`config.mk`:
```
export PLATFORM = sky130hd
export DESIGN_NAME = upc_step
export DESIGN_NICKNAME = d
export VERILOG_FILES = /design/src/rtl/upc_pkg.sv /design/src/rtl/upc_step.sv
export SDC_FILE = /design/constraint.sdc
export NUM_CORES = 1
export LEC_CHECK = 0
export BUFFER_PORTS_ARGS = -buffer_cell sky130_fd_sc_hd__buf_4
export CORE_ASPECT_RATIO = 0.9
export CORE_MARGIN = 2
export CORE_UTILIZATION = 51
export DETAILED_ROUTE_END_ITERATION = 8
export PLACE_DENSITY = 0.78
export SLEW_MARGIN = 30
export SYNTH_ARGS = -nofsm -noshare
export SYNTH_HDL_FRONTEND = slang
export SYNTH_SLANG_ARGS = --single-unit
```
`constraint.sdc`:
```
create_clock -name clk -period 3.05 [get_ports clk]
set_input_delay 0 -clock clk [delete_from_list [all_inputs] [get_ports clk]]
set_output_delay 0 -clock clk [all_outputs]
set_load 0.01 [all_outputs]
```
`src/rtl/upc_pkg.sv`:
```
// Package for the percent codec: request and result types, character codes,
// mode codes and hex helper functions. No dependencies.
package upc_pkg;

    localparam logic [1:0] MODE_PLAIN = 2'd0;
    localparam logic [1:0] MODE_PATH  = 2'd1;

    localparam logic [1:0] PEND_NONE  = 2'd0;
    localparam logic [1:0] PEND_PCT   = 2'd1;
    localparam logic [1:0] PEND_DIGIT = 2'd2;

    localparam logic [7:0] CH_PERCENT    = 8'h25;
    localparam logic [7:0] CH_UNDERSCORE = 8'h5F;
    localparam logic [7:0] CH_DASH       = 8'h2D;
    localparam logic [7:0] CH_DOT        = 8'h2E;
    localparam logic [7:0] CH_TILDE      = 8'h7E;

    localparam int MAX_RESULTS = 3;

    typedef struct packed {
        logic [1:0] mode;
        logic [7:0] in_byte;
        logic       in_last;
    } upc_item_t;

    typedef struct packed {
        logic [7:0] out_byte;
        logic       out_last;
    } upc_result_t;

    typedef struct packed {
        logic [1:0]                        count;
        logic [MAX_RESULTS-1:0][7:0]       bytes;
        logic                              last;
    } upc_burst_t;

    typedef struct packed {
        logic [1:0] count;
        logic       taking;
    } upc_buf_status_t;

    function automatic logic is_alnum(input logic [7:0] c);
        return (c >= 8'h30 && c <= 8'h39) || (c >= 8'h41 && c <= 8'h5A) ||
               (c >= 8'h61 && c <= 8'h7A);
    endfunction

    // bit 4 set when c is a hex digit, bits 3:0 its value
    function automatic logic [4:0] hex_val(input logic [7:0] c);
        logic [4:0] r;
        r = 5'd0;
        if (c >= 8'h30 && c <= 8'h39)
            r = {1'b1, 4'(c - 8'h30)};
        else if (c >= 8'h41 && c <= 8'h46)
            r = {1'b1, 4'(c - 8'h37)};
        else if (c >= 8'h61 && c <= 8'h66)
            r = {1'b1, 4'(c - 8'h57)};
        return r;
    endfunction

    function automatic logic [7:0] hex_char(input logic [3:0] n);
        return (n < 4'd10) ? (8'h30 + {4'd0, n}) : (8'h37 + {4'd0, n});
    endfunction

endpackage

```
`src/rtl/upc_step.sv`:
```
// Per-request codec logic: escape state and the burst of up to three output
// bytes for one request. Depends on upc_pkg.
module upc_step (
    input  logic              clk,
    input  logic              rst_n,
    input  logic              load,
    input  upc_pkg::upc_item_t  item,
    output upc_pkg::upc_burst_t burst
);
    import upc_pkg::*;

    logic [1:0] pcount_reg, pcount_next;
    logic [7:0] pdigit_reg, pdigit_next;
    logic       start_reg, start_next;

    always_ff @(posedge clk or negedge rst_n)
    begin
        if (!rst_n)
        begin
            pcount_reg <= PEND_NONE;
            pdigit_reg <= 8'd0;
            start_reg  <= 1'b1;
        end
        else if (load)
        begin
            pcount_reg <= pcount_next;
            pdigit_reg <= pdigit_next;
            start_reg  <= start_next;
        end
    end

    always_comb
    begin
        logic [1:0]                  n;
        logic [MAX_RESULTS-1:0][7:0] b;
        logic [7:0]                  c;
        logic [4:0]                  hi;
        logic [4:0]                  lo;
        n           = 2'd0;
        b           = '0;
        c           = item.in_byte;
        hi          = hex_val(pdigit_reg);
        lo          = hex_val(c);
        pcount_next = pcount_reg;
        pdigit_next = pdigit_reg;
        if (item.mode[1])
        begin
            case (pcount_reg)
                PEND_NONE:
                begin
                    if (c == CH_PERCENT)
                        pcount_next = PEND_PCT;
                    else
                    begin
                        b[n] = c;
                        n    = n + 2'd1;
                    end
                end
                PEND_PCT:
                begin
                    pdigit_next = c;
                    pcount_next = PEND_DIGIT;
                end
                default:
                begin
                    pcount_next = PEND_NONE;
                    pdigit_next = 8'd0;
                    if (hi[4] && lo[4])
                    begin
                        b[n] = {hi[3:0], lo[3:0]};
                        n    = n + 2'd1;
                    end
                    else
                    begin
                        b[n] = CH_PERCENT;
                        n    = n + 2'd1;
                        if (pdigit_reg == CH_PERCENT)
                            pcount_next = PEND_PCT;
                        else
                        begin
                            b[n] = pdigit_reg;
                            n    = n + 2'd1;
                        end
                        if (pcount_next == PEND_NONE)
                        begin
                            if (c == CH_PERCENT)
                                pcount_next = PEND_PCT;
                            else
                            begin
                                b[n] = c;
                                n    = n + 2'd1;
                            end
                        end
                        else
                        begin
                            pdigit_next = c;
                            pcount_next = PEND_DIGIT;
                        end
                    end
                end
            endcase
            if (item.in_last)
            begin
                if (pcount_next != PEND_NONE)
                begin
                    b[n] = CH_PERCENT;
                    n    = n + 2'd1;
                end
                if (pcount_next == PEND_DIGIT)
                begin
                    b[n] = pdigit_next;
                    n    = n + 2'd1;
                end
            end
        end
        else
        begin
            pcount_next = PEND_NONE;
            pdigit_next = 8'd0;
            if (is_alnum(c) || c == CH_UNDERSCORE ||
                (item.mode == MODE_PLAIN &&
                 (c == CH_DASH || c == CH_DOT || c == CH_TILDE)) ||
                (item.mode == MODE_PATH && !start_reg &&
                 (c == CH_DASH || c == CH_DOT)))
            begin
                b[0] = c;
                n    = 2'd1;
            end
            else
            begin
                b[0] = CH_PERCENT;
                b[1] = hex_char(c[7:4]);
                b[2] = hex_char(c[3:0]);
                n    = 2'd3;
            end
        end
        if (item.in_last)
        begin
            pcount_next = PEND_NONE;
            pdigit_next = 8'd0;
            start_next  = 1'b1;
        end
        else
            start_next = start_reg && (n == 2'd0);
        burst.count = n;
        burst.bytes = b;
        burst.last  = item.in_last;
    end

    a_last_has_output: assert property (@(posedge clk) disable iff (!rst_n)
        load && item.in_last |-> burst.count != 2'd0)
        else $error("end of string produced no output byte");

    a_last_clears_state: assert property (@(posedge clk) disable iff (!rst_n)
        load && item.in_last |=> pcount_reg == PEND_NONE && start_reg)
        else $error("escape state not cleared at end of string");

endmodule

```
Word level (Yosys, flattened, before mapping). Index checks and enable logic that the tools add are counted.

Output and inout port bits: 27. Input bits: 14. Logic and storage cells: 153. Bits in registers: 11.

Equal/unequal tests: 9. $add $sub $neg: 13. Mux-type cells: 73. Bitwise gates (word level): 3. Order comparisons: 22. Reduce and logical (&&, ||, !) cells: 30.

Operator list (number): 24-bit 2-to-1 mux (8); 8-bit 2-to-1 mux (16); 2-bit 2-to-1 mux (25); 24-bit bitwise mux (2); 8-bit demux with 2-bit select (3); 8-bit by 7-bit <= comparator with 1-bit output, second input constant (6); 16-bit 2-to-1 mux (3); 8-bit by 6-bit == test with 1-bit output, second input constant (4); 8-bit by 7-bit greater-or-equal comparator with 1-bit output, second input constant (4); 8-bit one-hot mux with 2 select lines (2); 5-bit 2-to-1 mux (6); 6-bit by 4-bit adder with 7-bit output, first input constant (4); 8-bit by 7-bit == test with 1-bit output, second input constant (2); 8-bit by 6-bit greater-or-equal comparator with 1-bit output, second input constant (2); 8-bit by 6-bit <= comparator with 1-bit output, second input constant (2); 1-bit logical AND (16); 4-bit by 3-bit subtractor with 4-bit output, second input constant (4); 15-bit AND (1); 15-bit 2-to-1 mux (1); 15-bit inverter (1); 7-bit 2-to-1 mux (2); 2-bit by 3-bit < comparator with 1-bit output, second input constant (3); 9-bit OR (1); 2-bit logical NOT (4); 12 further kinds (28).

Logic depth before layout (Yosys ltp). Gate-level depths: netlist of run 1.

Depth in word-level cells: 28. Mapped depth: 18. Gate-level depth less buffers: 15.

Worst setup path after synthesis of run 1. Ideal clock, no wire load.

Path kind: input-to-output. Start point: in item[2] (netlist name). End point: out burst[12] (netlist name). Setup slack: -0.371 ns. Arrival: 3.421 ns. Buffers on the path: 2. Stages on the path: 16. Required time: 3.050 ns. Cells stage by stage: clkbuf_1 inv_1 ha_1 or4b_4 o2111ai_1 o22a_2 a21oi_2 buf_4 or2_2 nand2_1 ha_1 nor2_1 nand2_1 o311a_4 and3_1 a221o_1.

RTL lines: start: declaration (line upc_step.sv:7) `input upc_pkg::upc_item_t item,`; end: declaration (line upc_step.sv:8) `output upc_pkg::upc_burst_t burst`.

==> summary.md, run 1 <==
| Metric | Value |
|---|---|
| Outcome | complete, but fails checks |
| Violations in the final reports | negative setup slack |
| Initial antenna violation count | 0 |
| Ratio of final minimum period to clock period | 109% |
| Placement Setup Slack | 0.00758 ns |
| Nets in the synthesized netlist | 324 |
| Count of unique library cells instantiated by Yosys | 69 |
| Proportion of layout cells with a drive suffix above 1 | between 30% and 40% |
| Multi-input gate area | 1840 sq um |
| Clock buffers created by TritonCTS | 3 |
| Number of global-route vias before repair | 2,672 |
| Largest family of logic cells by synthesized area | compound AO/OA/AOI/OAI gates |
| DRC violations left | 0 |
| Clock-pin transition on the worst setup and hold timing paths | 0.05 ns |
| Post-Syn Area | 2090 sq um |
| Net switching component of the power | roughly 0.00019 W |
| Max Clock Freq | 301 MHz |
| Final-report max-slew violation count | 0 |
| RSZ-0062 raised after global routing | yes |
| Part of the power in the clock network | 28.0% |
| Share of synthesized cell area in full adder, half adder and majority cells | 8.99% |
| Placement Cell Area | between 2000 and 3000 sq um |
| Initial Util | 52.3% |
| Internal | 0.000341 W |
| Top-level I/O count | between 40 and 50 |
| Most frequent cell after synthesis | sky130_fd_sc_hd__nor2_1 |
| Post-route clock skew | 0.00521 ns |
| Die area | ~4600 sq um |
| Post-DR wirelength/cell | around 21 microns |
| Crit path kind | flip-flop to primary output |
| Clock Sinks | 11 |
| Clock tree from TritonCTS | yes |
| Detailed Route WL | 8650 microns |
| Biggest fanout along the worst timing path | 5 |
| Avg Inst Size Synth | 7.08 sq um |
| Synth Area in Compound Gates | roughly 39% |
| Hold Crit Class | input pin to flip-flop |
| Final setup violating endpoints | 19 |
| Vias post-DR | about 2,900 |
| Final total power | between 0.0005 and 0.0006 W |
| Worst Setup Start Kind | flip-flop |
| Ant diodes | 0 |
| Cell at the root of the clock tree | sky130_fd_sc_hd__clkbuf_8 |
| Register bit total from synthesis | 11 |
| Die extent in y | ~65 microns |
| Overall fraction of global-route tracks in use | a little under two fifths |
| Logic gate share of total power | 44.0% |
| Latest clock arrival within the worst-skew pair | between 0.2 and 0.25 ns |
| Max-slew headroom at the worst pin | 54.1% |
| DRT Pass-1 Iters | 6 |
| Filler-free cell count of the finished design | 414 |
| Synth Area in XOR/XNOR | 2.10% |
| FF+latch area | approximately 280 sq um |
| Power density of the placed cells | 178 nW/um^2 |
| Port bufs | 40 |
| Data required time of the worst path | 3.05 ns |
| Die width | 71.5 microns |
| Fill cells | 306 |
| Biggest area contributors in the synthesized netlist | sky130_fd_sc_hd__dfrtp_1 (12%), sky130_fd_sc_hd__ha_1 (9.0%), sky130_fd_sc_hd__nor2_1 (5.4%) |
| Min Tclk post-route | 3.32 ns |
| Worst slew pin tran | 0.688 ns |
| Most common flop cell mapped by yosys | sky130_fd_sc_hd__dfrtp_1 |
| Synth Instances | 295 |
| Capturing element type of the critical path | primary output |
| Iteration-0 DRC Markers | 491 |
| Maximum buffer depth of the clock tree | 2 |
| Top cell type by total area after synthesis | sky130_fd_sc_hd__dfrtp_1 |
| Gr ovfl total | 0 |
| Per-cell via count in the routed design | 6.91 |
| Yosys top cell area share | 12.0% |
| Count of flip-flops with a built-in enable after synthesis | 0 |
| Flip-flop count of the largest register, all copies and words added | 8 |
| Relative contribution of sequential cells to total power | between 20% and 30% |
| Static Leakage | 1.28 nW |
| Max Cap Viol | 0 |
| Number of placed cells counting well taps | 394 |
| Synthesized-area fraction occupied by and/or/nand/nor cells | 27.1% |
| Post-DP HPWL | 5870 microns |
| Sequential share of the synthesized area | 13.2% |
| Routed Antenna Nets | 0 |
| Final #Nets | 396 |
| Num rows | 22 |
| Fin. Hold Viols | 0 |
| Core Region | 3990 sq um |
| H-tree depth reported by CTS | 1 |
| Switching part of the total power | 36.4% |
| Global placement routability congestion | around 1.1 |
| Global-route wire length before repair | 14,000 microns |
| Fraction of registers with async set/reset | 100% |
| Final instance area | roughly 3000 sq um |
| Peak supply drop | 0.250 mV |
| Post-synth top cells | sky130_fd_sc_hd__nor2_1 (30), sky130_fd_sc_hd__nand2_1 (25), sky130_fd_sc_hd__o21ai_0 (22), sky130_fd_sc_hd__inv_1 (18), sky130_fd_sc_hd__a21oi_1 (16) |
| Area overhead of the layout relative to synthesis | 44.2% |
| Largest net degree at the start of global routing | 26 |
| Number of warnings printed during yosys synthesis | 0 |
| Final critical-path setup slack | -0.267 ns |
| Mux share of post-synthesis cell area | 1.08% |
| Data arrival, critical path | between 3 and 4 ns |
## power by group through the flow
| stage | Clock, W | Combinational (W) | Sequential (W) |
|---|---|---|---|
| floorplan | 0 | 0.000127 | 0.000151 |
| global placement | 0 | 0.000214 | 0.000152 |
| detailed placement | 0 | 0.000217 | 0.000152 |
| CTS | 0.000147 | 0.000226 | 0.000150 |
| global route | 0.000159 | 0.000252 | 0.000150 |
| finish | 0.000150 | 0.000236 | 0.000150 |
## metal layers
layer	routed length [microns]	GRT usage (%)	vias to the layer above
met1	3410	53.0	1298
met3	1110	7.47	65
met5	0	0	-
li1	-	-	1250
met4	473	14.4	0
met2	3660	58.0	248
## repair_timing
action                                  in CTS  in global routing
endpoints found under the setup margin      20                 23
endpoints found under the hold margin       11                  0
pin swaps                                   17                  8
hold buffers                                 1                  0
gates cloned                                 0                  0
setup buffers                               15                  5
gates resized for setup                     38                 17
## kinds of logic after synthesis
group,count (synthesis)
DFF,11
and+or+nand+nor,109
muxes,2
AOI/OAI and AO/OA,112
xor gates and xnor gates,5
adders and majority gates,15
buffers and inverters,41
## final timing paths
path	startpoint	endpoint	slack, ns	depth (start not counted)
hold reg to reg	start_reg	start_reg	0.54	2
max in group asynchronous	rst_n	start_reg	2.67	2
min in group asynchronous	rst_n	pdigit_reg[2]	0.16	2
setup reg to reg	pcount_reg[1]	pdigit_reg[3]	0.81	5
setup / recovery	pdigit_reg[7]	burst[12]	-0.27	13
hold / removal	load	pcount_reg[0]	0.01	2
## placed cells by master (no fill, tap or decap), types with 3 or more instances in the layout
cell                       count
sky130_fd_sc_hd__nor2_1       28
sky130_fd_sc_hd__buf_4        77
sky130_fd_sc_hd__nand2_1      21
sky130_fd_sc_hd__o221ai_1      3
sky130_fd_sc_hd__a21oi_1      13
sky130_fd_sc_hd__ha_1         13
sky130_fd_sc_hd__a221o_1       4
sky130_fd_sc_hd__nand3b_1      3
sky130_fd_sc_hd__a21oi_2       4
sky130_fd_sc_hd__a22o_1        7
sky130_fd_sc_hd__o21bai_1      3
sky130_fd_sc_hd__and3_4        3
sky130_fd_sc_hd__o31ai_1       3
sky130_fd_sc_hd__or2_4         3
sky130_fd_sc_hd__nor2b_1       4
sky130_fd_sc_hd__o21ai_1       4
sky130_fd_sc_hd__nand3_1       9
sky130_fd_sc_hd__inv_1        14
sky130_fd_sc_hd__xnor2_1       4
sky130_fd_sc_hd__o21ai_0      17
sky130_fd_sc_hd__nand2b_1      3
sky130_fd_sc_hd__a22oi_1       9
sky130_fd_sc_hd__buf_6        12
sky130_fd_sc_hd__dfrtp_1      10
sky130_fd_sc_hd__clkbuf_8      3
sky130_fd_sc_hd__nand4_1       3
sky130_fd_sc_hd__nor3_1        5
sky130_fd_sc_hd__a31oi_1       6
sky130_fd_sc_hd__inv_2         4
## metrics by stage
stage	setup TNS (ns)	utilization, %	hold WS, ns
floorplan	0	-	-0.296
global placement	0	66.1	-0.159
detailed placement	0	66.1	-0.158
CTS	-1.37	73.6	0.00880
global route	-4.82	75.5	0.00657
finish	-2.86	75.5	0.0103
## layout make-up
type	count	share of cell area (%)
multi-input cells	243	61.1
repair buffers	90	24.0
inverters	18	2.24
flip-flops and latches	11	9.18
well taps	48	1.99
clock buffers	4	1.50
## critical path, cell delays in order, from the launching register on
cell and delay (ns):
sky130_fd_sc_hd__dfrtp_1 0.41, sky130_fd_sc_hd__or4b_4 0.56, sky130_fd_sc_hd__a311oi_4 0.29, sky130_fd_sc_hd__o21ai_2 0.10, sky130_fd_sc_hd__a21oi_2 0.16, sky130_fd_sc_hd__or2_4 0.16
sky130_fd_sc_hd__nand2_4 0.07, sky130_fd_sc_hd__inv_2 0.11, sky130_fd_sc_hd__ha_4 0.14, sky130_fd_sc_hd__nand2_2 0.05, sky130_fd_sc_hd__o311a_4 0.34, sky130_fd_sc_hd__and3_4 0.20
sky130_fd_sc_hd__a221o_1 0.36, sky130_fd_sc_hd__buf_6 0.13
(Power assumes the default switching activity.)
==> run 2, diff against run 1 <==
--- a/config.mk
+++ b/config.mk
@@ -11,6 +11,7 @@
 export CORE_UTILIZATION = 51
 export DETAILED_ROUTE_END_ITERATION = 8
 export PLACE_DENSITY = 0.78
+export SETUP_SLACK_MARGIN = 0.15
 export SLEW_MARGIN = 30
 export SYNTH_ARGS = -nofsm -noshare
 export SYNTH_HDL_FRONTEND = slang
==> summary.md, run 2 (synthesis results as in run 1) <==
| Metric | Value |
|---|---|
| Routed metal-1 wirelength | 3430 microns (+0.38%) |
| Per-cell via count in the routed design | 7.62 (+10%) |
| RSZ-0062 raised after global routing | yes |
| Routed wl met2 | 4050 microns (+11%) |
| Max-slew headroom at the worst pin | 49.4% (-4.7 points) |
| Slack of the worst reg-to-reg path | 0.64 ns (-0.17 ns) |
| Min Tclk post-route | 3.54 ns (+0.221 ns) |
| Worst slew pin tran | 0.751 ns (+0.0630 ns) |
| Num rows | 22 (unchanged) |
| Max Cap Viol | 0 (unchanged) |
| Static Leakage | 1.29 nW (+1.4%) |
| Flip-flop count of the largest register, all copies and words added | 8 (unchanged) |
| Clock tree from TritonCTS | yes |
| DRT Pass-1 Iters | 9 (+3) |
| DRC violations left | 3 (+3) |
| Hold Crit Class | input pin to flip-flop |
| Cell repeated most along the worst path | sky130_fd_sc_hd__o21ai_2 |
| Hold worst-path end | pdigit_reg[1] |
| Cell at the root of the clock tree | sky130_fd_sc_hd__clkbuf_8 |
| Routed Antenna Nets | 0 (unchanged) |
| Critical-path top delay cell | sky130_fd_sc_hd__or4b_4 |
| Vias post-DR | 3,116 (+8.9%) |
| Data arrival, critical path | 3.54 ns (+0.22 ns) |
| Final setup violating endpoints | 25 (+6) |
| Post-DR wirelength/cell | 24.8 microns (+19%) |
| Maximum buffer depth of the clock tree | 2 (unchanged) |
| Ratio of final minimum period to clock period | 116% (+7.3 points) |
| Clock Sinks | 11 (unchanged) |
| Worst Setup Start Kind | flip-flop |
| Top-level I/O count | 41 (unchanged) |
| Hold wc startpoint | load |
| Fill cells | 279 (-8.8%) |
| Die width | 71.5 microns (unchanged) |
| RR Startpoint | pdigit_reg[7] |
| Core Region | 3990 sq um (unchanged) |
| Initial Util | 52.3% (unchanged) |
| Latest clock arrival within the worst-skew pair | 0.25 ns (about the same) |
| R2R cell count | 9 (+4) |
| Fin. Hold Viols | 0 (unchanged) |
| Iteration-0 DRC Markers | 721 (+47%) |
| Overall fraction of global-route tracks in use | 39.5% (+1.4 points) |
| Die extent in y | 64.7 microns (unchanged) |
| Data required time of the worst path | 3.05 ns (about the same) |
| Die area | 4620 sq um (unchanged) |
| Violations in the final reports | design-rule violations, negative setup slack |
| Clock buffers created by TritonCTS | 3 (unchanged) |
| Clock-pin transition on the worst setup and hold timing paths | 0.05 ns (about the same) |
| Placement Setup Slack | 0.0432 ns (+0.0356 ns) |
| Peak supply drop | 0.231 mV (-7.7%) |
| Multi-input gate area | 1900 sq um (+3.3%) |
| Biggest fanout along the worst timing path | 4 (-1) |
| Power density of the placed cells | 180 nW/um^2 (+1.2%) |
| Number of cells on the worst hold path | 2 (unchanged) |
| Final-report max-slew violation count | 0 (unchanged) |
| Number of global-route vias before repair | 2,729 (+2.1%) |
| Final #Nets | 391 (-1.3%) |
| Gr ovfl total | 0 (unchanged) |
| Largest net degree at the start of global routing | 26 (unchanged) |
| Worst reg2reg endpoint | pcount_reg[0] |
| H-tree depth reported by CTS | 1 (unchanged) |
| Crit path kind | flip-flop to primary output |
| CP top delay family | simple AND/OR/NAND/NOR gates |
| Post-route clock skew | 0.00117 ns (-0.00404 ns) |
| Area overhead of the layout relative to synthesis | 45.7% |
| Finished Core Util | 76.2% (+0.78 points) |
| Initial antenna violation count | 0 (unchanged) |
| Global-route wire length before repair | 14,200 microns (+1.9%) |
| Ant diodes | 0 (unchanged) |
| Detailed Route WL | 10,100 microns (+17%) |
| Post-DP HPWL | 5840 microns (-0.46%) |
| Top routing layer in use | met4 |
| FF+latch area | 278 sq um (+0.45%) |
| Most frequent cells in the layout | sky130_fd_sc_hd__buf_4 (71), sky130_fd_sc_hd__nor2_1 (27), sky130_fd_sc_hd__nand2_1 (20), sky130_fd_sc_hd__o21ai_0 (15), sky130_fd_sc_hd__a21oi_1 (15) |
| Maximum cell stage delay along the critical path | 0.60 ns (+0.04 ns) |
| Cells traversed along the worst timing path | or4b_4 -> a311oi_4 -> o21ai_2 -> a21oi_2 -> or2_4 -> nand2_4 -> ha_4 -> nand3b_1 -> o211a_1 -> o21ai_2 -> nor3_2 -> a311oi_2 -> buf_4 |
| Proportion of layout cells with a drive suffix above 1 | 40.7% (+1.4 points) |
| Port bufs | 40 (unchanged) |
| Capturing element type of the critical path | primary output |
| Outcome | complete, but fails checks |
| Crit path buffers/inverters | 1 (-1) |
| Global placement routability congestion | 1.14 (+6.7%) |
| Detail Route met3 WL | 1620 microns (+46%) |
| Max Clock Freq | 283 MHz (-6.3%) |
| Final critical-path setup slack | -0.488 ns (-0.221 ns) |
| Most frequent standard cell in the layout excluding fill and tap cells | sky130_fd_sc_hd__buf_4 |
[run 2: cell count changes in the layout (fill, tap and decap cells not counted), moves of 2 or more]
cell and change:
sky130_fd_sc_hd__a21boi_2 -2, sky130_fd_sc_hd__a21oi_2 -2, sky130_fd_sc_hd__nor3_2 +2, sky130_fd_sc_hd__o2111ai_1 -2, sky130_fd_sc_hd__nor3_1 -2, sky130_fd_sc_hd__ha_1 -3
sky130_fd_sc_hd__ha_2 +3, sky130_fd_sc_hd__o2111ai_2 +2, sky130_fd_sc_hd__a21boi_1 +3, sky130_fd_sc_hd__o21ai_0 -2, sky130_fd_sc_hd__buf_4 -6, sky130_fd_sc_hd__a21oi_1 +2
[run 2: stage by stage]
stage                     instance area (sq um)  setup TNS, ns  cells  hold WS [ns]  total power (W)
after global routing                       3040          -8.74    409        0.0210         0.000564
final                                      3040          -7.75    409       0.00370         0.000548
after global placement                     2620              0    386        -0.160         0.000363
after CTS                                  2940          -1.18    407        0.0151         0.000520
after detailed placement                   2620              0    386        -0.157         0.000366
after floorplan                            2200              0    295        -0.296         0.000280
[run 2: worst max-delay path by stage]
| stage | from | end | slack (ns) | cells past startpoint |
|---|---|---|---|---|
| 4_1_cts | pdigit_reg[7] | burst[12] | -0.18 | 13 |
| 5_1_grt | pdigit_reg[7] | burst[15] | -0.50 | 14 |
| 3_3_place_gp | item[1] | burst[15] | 0.09 | 16 |
| 3_5_place_dp | item[1] | burst[15] | 0.04 | 16 |
| 2_1_floorplan | pdigit_reg[3] | burst[10] | 0.14 | 13 |
| 6_report | pdigit_reg[7] | burst[3] | -0.49 | 13 |
[run 2: worst reg2reg max path, delay by kind of cell, from the launching register on]
family,cells,cell delay [ns]
AND/OR/NAND/NOR,3,0.76
AO/OA/AOI/OAI,4,0.80
flip-flops,1,0.41
buffers and inverters,2,0.33
[run 2: repair_timing]
| item | CTS | global route |
|---|---|---|
| buffers inserted | 16 | 2 |
| resized for setup | 40 | 18 |
| endpoints found under the setup margin | 20 | 25 |
| hold endpoints to repair | 11 | 0 |
| cloned | 0 | 0 |
| hold buffers | 1 | 0 |
| pin swaps | 18 | 15 |
[run 2: power breakdown]
group	switching, W	internal [W]
Combinational	0.000147	0.000101
Clock	0.0000579	0.0000920
Sequential	0.00000182	0.000149
[run 2: cell type report]
class	instances	share of cell area, %
Clock buffer	4	1.48
Tap cell	48	1.97
Timing Repair Buffer	85	22.7
Inverter	18	2.30
Sequential cell	11	9.13
Multi-Input combinational cell	243	62.5
[run 2: metal layers]
layer  up-vias  GRT usage [%]
met5         -              0
met4         0           20.8
met3       157           10.6
met2       365           58.4
met1      1352           52.3
li1       1242              -
